$ cat config.mk
export PLATFORM = sky130hd
export DESIGN_NAME = fit_policy_block_allocator_top_flat
export DESIGN_NICKNAME = d
export VERILOG_FILES = /design/src/hdl/fpba_pkg.sv /design/src/hdl/fpba_if.sv /design/src/hdl/fit_policy_block_allocator_top.sv /design/src/hdl/fpba_cell.sv /design/src/flat_wrapper.sv
export SDC_FILE = /design/constraint.sdc
export NUM_CORES = 1
export LEC_CHECK = 0
export ABC_AREA = 1
export BUFFER_PORTS_ARGS = -buffer_cell sky130_fd_sc_hd__buf_2
export CAP_MARGIN = 20
export CORE_MARGIN = 5
export CORE_UTILIZATION = 62
export DETAILED_ROUTE_END_ITERATION = 12
export MAX_ROUTING_LAYER = met4
export PLACE_DENSITY = 0.77
export SLEW_MARGIN = 0
export SYNTH_ARGS = -nofsm -noshare
export SYNTH_HDL_FRONTEND = slang
export SYNTH_SLANG_ARGS = --single-unit
export TNS_END_PERCENT = 30
$ cat constraint.sdc
create_clock -name clk -period 2.5 [get_ports clk]
set_input_delay 0.125 -clock clk [delete_from_list [all_inputs] [get_ports clk]]
set_output_delay 0.125 -clock clk [all_outputs]
set_load 0.01 [all_outputs]
$ cat src/hdl/fpba_pkg.sv
// ----------------------------------------------------------------------------
// fpba_pkg: shared types and constants of the fit-policy block allocator
// Table geometry, field widths, mode and register codes, and the record that
// walks down the cell chain during a search.
// ----------------------------------------------------------------------------
package fpba_pkg;

  localparam int NUM_BLOCKS = 16;   // 2 .. 256
  localparam int SIZE_BITS  = 16;   // 8 .. 32

  localparam int IDX_W    = $clog2(NUM_BLOCKS);
  localparam int CMP_W    = 9;      // holds any index up to 256 and the 5-bit count
  localparam int EXT_W    = 48;

  // fixed field widths
  localparam int KIND_W   = 1;
  localparam int BIDX_W   = 4;
  localparam int FSIZE_W  = 16;
  localparam int MODE_W   = 2;
  localparam int COUNT_W  = 5;
  localparam int CFG_IDX_W  = 1;
  localparam int CFG_DATA_W = 5;

  localparam logic [COUNT_W-1:0] COUNT_RESET = COUNT_W'(16);

  localparam logic [KIND_W-1:0] KIND_LOAD    = 1'b0;
  localparam logic [KIND_W-1:0] KIND_REQUEST = 1'b1;

  localparam logic [MODE_W-1:0] FIT_FIRST = 2'd0;
  localparam logic [MODE_W-1:0] FIT_BEST  = 2'd1;
  localparam logic [MODE_W-1:0] FIT_WORST = 2'd2;

  localparam logic [CFG_IDX_W-1:0] REG_FIT_MODE    = 1'b0;
  localparam logic [CFG_IDX_W-1:0] REG_BLOCK_COUNT = 1'b1;

  typedef logic [SIZE_BITS-1:0] size_t;
  typedef logic [IDX_W-1:0]     idx_t;

  // best candidate seen so far
  typedef struct packed {
    logic  hit;
    idx_t  idx;
    size_t size;
  } cand_t;

  // search settings broadcast to every cell
  typedef struct packed {
    logic [MODE_W-1:0]  mode;
    logic [COUNT_W-1:0] count;
    size_t              want;
  } scan_ctl_t;

  // per-cell table update
  typedef struct packed {
    logic  load_en;
    size_t load_size;
    logic  clr_en;
  } cell_wr_t;

  function automatic size_t to_size(input logic [FSIZE_W-1:0] v);
    logic [EXT_W-1:0] w;
    w = EXT_W'(v);
    return w[SIZE_BITS-1:0];
  endfunction

  function automatic logic [BIDX_W-1:0] to_chosen(input idx_t v);
    logic [CMP_W-1:0] w;
    w = CMP_W'(v);
    return w[BIDX_W-1:0];
  endfunction

endpackage

$ cat src/hdl/fpba_if.sv
// ----------------------------------------------------------------------------
// fpba_in_if / fpba_out_if: request and result channels
// Valid/ready channels carrying the load/request item and the allocation
// result.
// ----------------------------------------------------------------------------
interface fpba_in_if;
  logic                         valid;
  logic                         ready;
  logic [fpba_pkg::KIND_W-1:0]  kind;
  logic [fpba_pkg::BIDX_W-1:0]  block_index;
  logic [fpba_pkg::FSIZE_W-1:0] load_size;
  logic [fpba_pkg::FSIZE_W-1:0] request_size;
  logic                         last_request;

  modport source (output valid, kind, block_index, load_size, request_size,
                  last_request, input ready);
  modport sink   (input valid, kind, block_index, load_size, request_size,
                  last_request, output ready);
endinterface

interface fpba_out_if;
  logic                        valid;
  logic                        ready;
  logic                        allocated;
  logic [fpba_pkg::BIDX_W-1:0] chosen_block;
  logic                        batch_done;

  modport source (output valid, allocated, chosen_block, batch_done, input ready);
  modport sink   (input valid, allocated, chosen_block, batch_done, output ready);
endinterface

$ cat src/hdl/fit_policy_block_allocator_top.sv
// ----------------------------------------------------------------------------
// fit_policy_block_allocator_top: first/best/worst fit block allocator
// Table of block sizes with free bits, searched by a chain of cells.
// ----------------------------------------------------------------------------
// A load item writes its entry straight into the cell that holds it. A request
// sends the search candidate down the cell chain one cell per clock; the finish
// state then reads the winner, frees nothing new but marks the winner used, and
// loads the result register once that register is free or being emptied. A new
// item can be accepted while a result waits in the output register; the next
// request finishes only once it is taken.
module fit_policy_block_allocator_top (
  input  logic                                clk,
  input  logic                                rst_n,
  fpba_in_if.sink                             in_ch,
  fpba_out_if.source                          out_ch,
  input  logic                                cfg_we,
  input  logic [fpba_pkg::CFG_IDX_W-1:0]      cfg_index,
  input  logic [fpba_pkg::CFG_DATA_W-1:0]     cfg_data
);

  typedef enum logic [1:0] {ST_IDLE, ST_SCAN, ST_FINISH} state_t;

  state_t                          state_r;
  fpba_pkg::idx_t                  cnt_r;
  logic [fpba_pkg::MODE_W-1:0]     fit_mode_r;
  logic [fpba_pkg::COUNT_W-1:0]    block_count_r;
  fpba_pkg::size_t                 want_r;
  logic                            last_r;
  logic                            out_valid_r;
  logic                            allocated_r;
  logic [fpba_pkg::BIDX_W-1:0]     chosen_r;
  logic                            batch_done_r;

  fpba_pkg::scan_ctl_t             ctl;
  fpba_pkg::cand_t                 cand_w [0:fpba_pkg::NUM_BLOCKS];
  fpba_pkg::cell_wr_t              wr_w   [0:fpba_pkg::NUM_BLOCKS-1];
  logic [fpba_pkg::NUM_BLOCKS-1:0] free_vec;
  fpba_pkg::cand_t                 result;

  logic in_acc, load_acc, req_acc, capture;

  assign in_ch.ready = (state_r == ST_IDLE);
  assign in_acc      = in_ch.valid && in_ch.ready;
  assign load_acc    = in_acc && (in_ch.kind == fpba_pkg::KIND_LOAD);
  assign req_acc     = in_acc && (in_ch.kind == fpba_pkg::KIND_REQUEST);
  assign result      = cand_w[fpba_pkg::NUM_BLOCKS];
  assign capture     = (state_r == ST_FINISH) && (!out_valid_r || out_ch.ready);

  assign ctl.mode  = fit_mode_r;
  assign ctl.count = block_count_r;
  assign ctl.want  = want_r;

  assign cand_w[0] = '0;

  for (genvar g = 0; g < fpba_pkg::NUM_BLOCKS; g++) begin : g_cell
    always_comb begin
      wr_w[g].load_en   = load_acc &&
                          (fpba_pkg::CMP_W'(in_ch.block_index) == fpba_pkg::CMP_W'(g));
      wr_w[g].load_size = fpba_pkg::to_size(in_ch.load_size);
      wr_w[g].clr_en    = capture && result.hit &&
                          (result.idx == fpba_pkg::IDX_W'(g));
    end

    fpba_cell u_cell (
      .clk      (clk),
      .rst_n    (rst_n),
      .cell_idx (fpba_pkg::IDX_W'(g)),
      .ctl      (ctl),
      .wr       (wr_w[g]),
      .cand_in  (cand_w[g]),
      .cand_out (cand_w[g+1]),
      .free_o   (free_vec[g])
    );
  end

  // configuration
  always_ff @(posedge clk) begin
    if (!rst_n) begin
      fit_mode_r    <= fpba_pkg::FIT_FIRST;
      block_count_r <= fpba_pkg::COUNT_RESET;
    end else if (cfg_we) begin
      unique case (cfg_index)
        fpba_pkg::REG_FIT_MODE:    fit_mode_r    <= cfg_data[fpba_pkg::MODE_W-1:0];
        fpba_pkg::REG_BLOCK_COUNT: block_count_r <= cfg_data[fpba_pkg::COUNT_W-1:0];
        default: ;
      endcase
    end
  end

  // request capture
  always_ff @(posedge clk) begin
    if (req_acc) begin
      want_r <= fpba_pkg::to_size(in_ch.request_size);
      last_r <= in_ch.last_request;
    end
  end

  always_ff @(posedge clk) begin
    if (!rst_n) begin
      state_r     <= ST_IDLE;
      cnt_r       <= '0;
      out_valid_r <= 1'b0;
    end else begin
      unique case (state_r)
        ST_IDLE: begin
          if (req_acc) begin
            state_r <= ST_SCAN;
            cnt_r   <= '0;
          end
        end
        ST_SCAN: begin
          // advance until the candidate leaves the last cell
          if (cnt_r == fpba_pkg::IDX_W'(fpba_pkg::NUM_BLOCKS - 1)) begin
            state_r <= ST_FINISH;
          end else begin
            cnt_r <= cnt_r + fpba_pkg::IDX_W'(1);
          end
        end
        ST_FINISH: begin
          if (capture) begin
            state_r <= ST_IDLE;
          end
        end
        default: state_r <= ST_IDLE;
      endcase

      if (capture) begin
        out_valid_r  <= 1'b1;
        allocated_r  <= result.hit;
        chosen_r     <= result.hit ? fpba_pkg::to_chosen(result.idx) : '0;
        batch_done_r <= last_r;
      end else if (out_ch.ready) begin
        out_valid_r <= 1'b0;
      end
    end
  end

  assign out_ch.valid        = out_valid_r;
  assign out_ch.allocated    = allocated_r;
  assign out_ch.chosen_block = chosen_r;
  assign out_ch.batch_done   = batch_done_r;

  // a winning entry must be free and large enough
  a_win_free: assert property (@(posedge clk) disable iff (!rst_n)
    capture && result.hit |-> free_vec[result.idx] && (result.size >= want_r))
    else $error("winner is not a free fitting block");

  // the winner is marked used right after the result is captured
  a_win_cleared: assert property (@(posedge clk) disable iff (!rst_n)
    capture && result.hit |=> !free_vec[$past(result.idx)])
    else $error("winner still free after allocation");

  // the table does not change while the candidate walks the chain
  a_scan_stable: assert property (@(posedge clk) disable iff (!rst_n)
    (state_r == ST_SCAN) |=> $stable(free_vec))
    else $error("free bits changed during a search");

  // a finished search cannot be lost while the result register is full
  a_no_overwrite: assert property (@(posedge clk) disable iff (!rst_n)
    (state_r == ST_FINISH) && out_valid_r && !out_ch.ready |=> (state_r == ST_FINISH))
    else $error("search result dropped");

endmodule

$ cat src/hdl/fpba_cell.sv
// ----------------------------------------------------------------------------
// fpba_cell: one table entry of the allocator chain
// Holds one block size and its free bit, and each cycle passes the better of
// the incoming candidate and its own entry to the next cell.
// ----------------------------------------------------------------------------
module fpba_cell (
  input  logic               clk,
  input  logic               rst_n,
  input  fpba_pkg::idx_t     cell_idx,
  input  fpba_pkg::scan_ctl_t ctl,
  input  fpba_pkg::cell_wr_t wr,
  input  fpba_pkg::cand_t    cand_in,
  output fpba_pkg::cand_t    cand_out,
  output logic               free_o
);

  fpba_pkg::size_t size_r;
  logic            free_r;
  fpba_pkg::cand_t cand_r, cand_nxt;
  logic            in_range, elig, better;

  always_comb begin
    in_range = fpba_pkg::CMP_W'(cell_idx) < fpba_pkg::CMP_W'(ctl.count);
    elig     = free_r && (size_r >= ctl.want) && in_range;
    priority if (!cand_in.hit) begin
      better = 1'b1;
    end else if (ctl.mode == fpba_pkg::FIT_BEST) begin
      better = size_r < cand_in.size;
    end else if (ctl.mode == fpba_pkg::FIT_WORST) begin
      better = size_r > cand_in.size;
    end else begin
      // first fit and the spare mode code: an earlier hit always wins
      better = 1'b0;
    end
    cand_nxt = cand_in;
    if (elig && better) begin
      cand_nxt.hit  = 1'b1;
      cand_nxt.idx  = cell_idx;
      cand_nxt.size = size_r;
    end
  end

  always_ff @(posedge clk) begin
    if (!rst_n) begin
      free_r <= 1'b0;
    end else if (wr.load_en) begin
      free_r <= 1'b1;
    end else if (wr.clr_en) begin
      free_r <= 1'b0;
    end
  end

  always_ff @(posedge clk) begin
    if (wr.load_en) begin
      size_r <= wr.load_size;
    end
    cand_r <= cand_nxt;
  end

  assign cand_out = cand_r;
  assign free_o   = free_r;

endmodule

$ cat src/flat_wrapper.sv
// flat-port wrapper written by rule: the top's interface ports become plain ports
module fit_policy_block_allocator_top_flat 
  (clk, rst_n, cfg_we, cfg_index, cfg_data, in_ch_valid, in_ch_kind, in_ch_block_index, in_ch_load_size, in_ch_request_size, in_ch_last_request, in_ch_ready, out_ch_valid, out_ch_allocated, out_ch_chosen_block, out_ch_batch_done, out_ch_ready);
  fpba_in_if in_ch_i ();
  fpba_out_if out_ch_i ();
  input  logic clk;
  input  logic rst_n;
  input  logic cfg_we;
  input  logic [fpba_pkg::CFG_IDX_W-1:0] cfg_index;
  input  logic [fpba_pkg::CFG_DATA_W-1:0] cfg_data;
  input wire logic [$bits(in_ch_i.valid)-1:0] in_ch_valid;
  input wire logic [$bits(in_ch_i.kind)-1:0] in_ch_kind;
  input wire logic [$bits(in_ch_i.block_index)-1:0] in_ch_block_index;
  input wire logic [$bits(in_ch_i.load_size)-1:0] in_ch_load_size;
  input wire logic [$bits(in_ch_i.request_size)-1:0] in_ch_request_size;
  input wire logic [$bits(in_ch_i.last_request)-1:0] in_ch_last_request;
  output wire logic [$bits(in_ch_i.ready)-1:0] in_ch_ready;
  output wire logic [$bits(out_ch_i.valid)-1:0] out_ch_valid;
  output wire logic [$bits(out_ch_i.allocated)-1:0] out_ch_allocated;
  output wire logic [$bits(out_ch_i.chosen_block)-1:0] out_ch_chosen_block;
  output wire logic [$bits(out_ch_i.batch_done)-1:0] out_ch_batch_done;
  input wire logic [$bits(out_ch_i.ready)-1:0] out_ch_ready;
  assign in_ch_i.valid = in_ch_valid;
  assign in_ch_i.kind = in_ch_kind;
  assign in_ch_i.block_index = in_ch_block_index;
  assign in_ch_i.load_size = in_ch_load_size;
  assign in_ch_i.request_size = in_ch_request_size;
  assign in_ch_i.last_request = in_ch_last_request;
  assign in_ch_ready = in_ch_i.ready;
  assign out_ch_valid = out_ch_i.valid;
  assign out_ch_allocated = out_ch_i.allocated;
  assign out_ch_chosen_block = out_ch_i.chosen_block;
  assign out_ch_batch_done = out_ch_i.batch_done;
  assign out_ch_i.ready = out_ch_ready;
  fit_policy_block_allocator_top u_core (.clk(clk), .rst_n(rst_n), .in_ch(in_ch_i), .out_ch(out_ch_i), .cfg_we(cfg_we), .cfg_index(cfg_index), .cfg_data(cfg_data));
endmodule
==> metrics <==
via density per instance 5.570; first-pass GRT wire length 130.2 mm; Synth top area share 25.82%; Synth Instances 3656; largest net degree at the start of global routing 20; via count of the first global-routing pass 24195; final instance area 36540 µm²; Post-synth EDFFs 279; R2R setup slack 0.14 ns; pre-CTS setup slack 0.08351 ns; TritonCTS clock tree yes; Worst Path Required 3.03 ns; Achievable Freq 423.8 MHz; clk_skew 0.01430 ns; CTS Sinks 614; CP dominant cell by count nand2_1; peak fanout along the critical path 16; Peak VDD IR 0.6102 mV; switching power share of the total 22.41%; Avg Cell Area, Syn 8.874 µm²; crit path from u_core.want_r[7]; clock buffer depth 3; setup_tns 0 ns; PwrDens 605.7 nW/µm²; Seq/Total Area, Yosys 46.50%; Worst EP arrival 2.89 ns; gr ovfl total 0; GP Congestion 0.9455; Cell Int Power 17.17 mW; worst path cell trace inv_1 > buf_12 > ha_1 > nand2_1 > nor2_1 > and2_1 > nor2_1 > nand2_1 > nand2_1 > a21oi_4 > buf_4 > nand3_1 > nand2_1; NetSw 4.960 mW; Reg2Reg Launch Point u_core.want_r[7]; Clk Tree Root Cell clkbuf_16; top-count cell post-synth nand2_1; Pins Over Slew Limit 0; worst reg2reg endpoint u_core.g_cell[14].u_cell.cand_out[12]; Post-synth top cells 1024 x nand2_1, 497 x ha_1, 471 x inv_1; Chip Height 238.8 µm; final worst setup slack 0.1404 ns; slowest stage delay, CP 0.39 ns; 1st-iter DRT viols 2218; Max-Cap Viols 0; crit path time final 2.360 ns; worst r2r path cells 13; # setup viols final 0; All-Layer GR Usage 30.14%; Clock transition at path regs 0.06 ns; Synth warnings 0; full die area 57000 µm²; remaining antenna violation count after routing 0; Initial Utilization 62.86%; Unique masters post-synth 36; Via Count 25479; initial antenna violation count 6; Final nets 4383; drt first pass iters 5; RSZ-0062 raised after global routing yes; final WL 84.60 mm; FP Rows 83; Slew HR 52.24%; combinational power share 6.3%; Reg power frac 48.7%; I/O Pins 57; worst hold slack 0.04753 ns; clk_lat worst skew 0.60 ns; Hold Crit Class in2reg; DRC viols 0; H-tree levels 3; Critical-path top delay cell a21oi_4; area growth from synthesis to layout 12.63%; Core ar. 51610 µm²; type of origin of the critical path register; Async S/R FF share, synth 0%; Final Util 70.80%; Synth Register Bits 614; Area after DPL 33980 µm²; status completed; I/O Buffers 56; Worst-Margin Slew 0.7164 ns; Post-Syn Nets 4202; clock network power share 45.0%; leak pwr 16.55 nW; TritonCTS buffer count 67; area of the mapped netlist 32440 µm²; Critical Setup Path Class reg2reg; leading area contributor after synthesis edfxtp_1; DP HPWL 59.46 mm; share of cells above drive strength 1 7.684%; width of the die 238.8 µm; largest cells by area after synthesis edfxtp_1 26%, dfxtp_1 21%, ha_1 19%; period utilisation layout 94.38%; CP endpoint u_core.g_cell[14].u_cell.cand_out[12]; routed len/inst 18.49 µm; final hold viol count 0; CP endpoint kind register; Main synth FF type dfxtp_1
[layout make-up]
type,count,area (µm²)
multi-input cells,2516,15230
clock inverters,21,176.4
diodes,3,7.507
flip-flops and latches,614,15080
inverters,476,1787
well taps,680,850.8
clock buffers,102,2068
fillers,3908,15070
repair buffers,162,1331
[cell families (layout without fill, tap and decap cells)]
family                   Yosys count  in the layout  synth area share [%]
AO/OA/AOI/OAI                    366            366                 6.464
adder cells (fa/ha/maj)          497            497                 19.17
buffers and inverters            526            761                 6.610
flip-flops                       614            614                 46.50
other                              0              3                     0
AND/OR/NAND/NOR                 1653           1653                 21.26
[placed cells by master (no fill, tap or decap), drive strengths merged, types with 14 or more instances in the layout]
master	synthesis	final
nor2	240	240
clkinv	2	19
inv	474	474
dfxtp	335	335
ha	497	497
nand3	296	296
clkbuf	4	102
edfxtp	279	279
nand2	1039	1039
nand4	32	32
o21ai	65	65
o21bai	25	25
or2	15	15
dlygate4sd3	0	27
a21oi	244	244
nor3	25	25
a21o	14	14
buf	46	135
[registers in the layout, indices dropped and copies added (netlist names)]
signal,flops
u_core.out_ch.chosen_block,4
u_core.g_cell.u_cell.free_o,16
u_core.cnt_r,4
u_core.out_ch.valid,1
u_core.g_cell.u_cell.size_r,256
u_core.out_ch.batch_done,1
u_core.g_cell.u_cell.cand_out,305
u_core.state_r,2
u_core.fit_mode_r,2
u_core.last_r,1
u_core.block_count_r,5
u_core.out_ch.allocated,1
u_core.want_r,16
[per-layer routing]
metal  wire length [µm]  GRT usage [%]  share of wire [%]  vias up
li1                   -              -                  -    12486
met1              34320          37.75                 41    11845
met2              40340          49.95                 48      930
met3               6441          4.938                7.6      218
met4               3496          10.49                4.1        0
met5                  0              -                  0        -
[per-stage QoR]
stage	total power [mW]	std cells
after floorplan	11.73	3656
after global placement	12.28	4419
after detailed placement	12.33	4419
after CTS	22.25	4570
after global routing	22.88	4573
final	22.13	4574
[power by group through the flow]
stage	logic (mW)	registers, mW	clock network (mW)
floorplan	0.781	10.9	0
global placement	1.29	11.0	0
detailed placement	1.34	11.0	0
CTS	1.39	10.8	10.1
global route	1.57	10.8	10.5
finish	1.40	10.8	9.95
[critical path: cells and delay by family (launching register included)]
| family | cells | cell delay (ns) |
|---|---|---|
| AND/OR/NAND/NOR | 8 | 0.78 |
| buffers and inverters | 3 | 0.47 |
| AO/OA/AOI/OAI | 1 | 0.39 |
| flip-flops | 1 | 0.32 |
| adder cells (fa/ha/maj) | 1 | 0.31 |
[repair_timing]
| action | CTS | global route |
|---|---|---|
| hold buffers | 27 | 0 |
| gates resized for setup | 0 | 4 |
| buffers inserted | 1 | 1 |
| endpoints found under the hold margin | 25 | 0 |
| pin swaps | 1 | 1 |
| setup endpoints to repair | 16 | 42 |
[how the worst min path moves through the flow]
| stage | start | end | slack (ns) | cells past startpoint |
|---|---|---|---|---|
| after floorplan | in_ch_load_size[0] | u_core.g_cell[0].u_cell.size_r[0] | 0.22 | 0 |
| after global placement | in_ch_request_size[0] | u_core.want_r[0] | 0.30 | 1 |
| after detailed placement | in_ch_request_size[0] | u_core.want_r[0] | 0.30 | 1 |
| after CTS | rst_n | u_core.block_count_r[4] | 0.01 | 3 |
| after global routing | in_ch_load_size[4] | u_core.g_cell[4].u_cell.size_r[4] | 0.03 | 1 |
| final | rst_n | u_core.block_count_r[4] | 0.05 | 3 |
No activity file was read; power rests on OpenSTA's default activity.
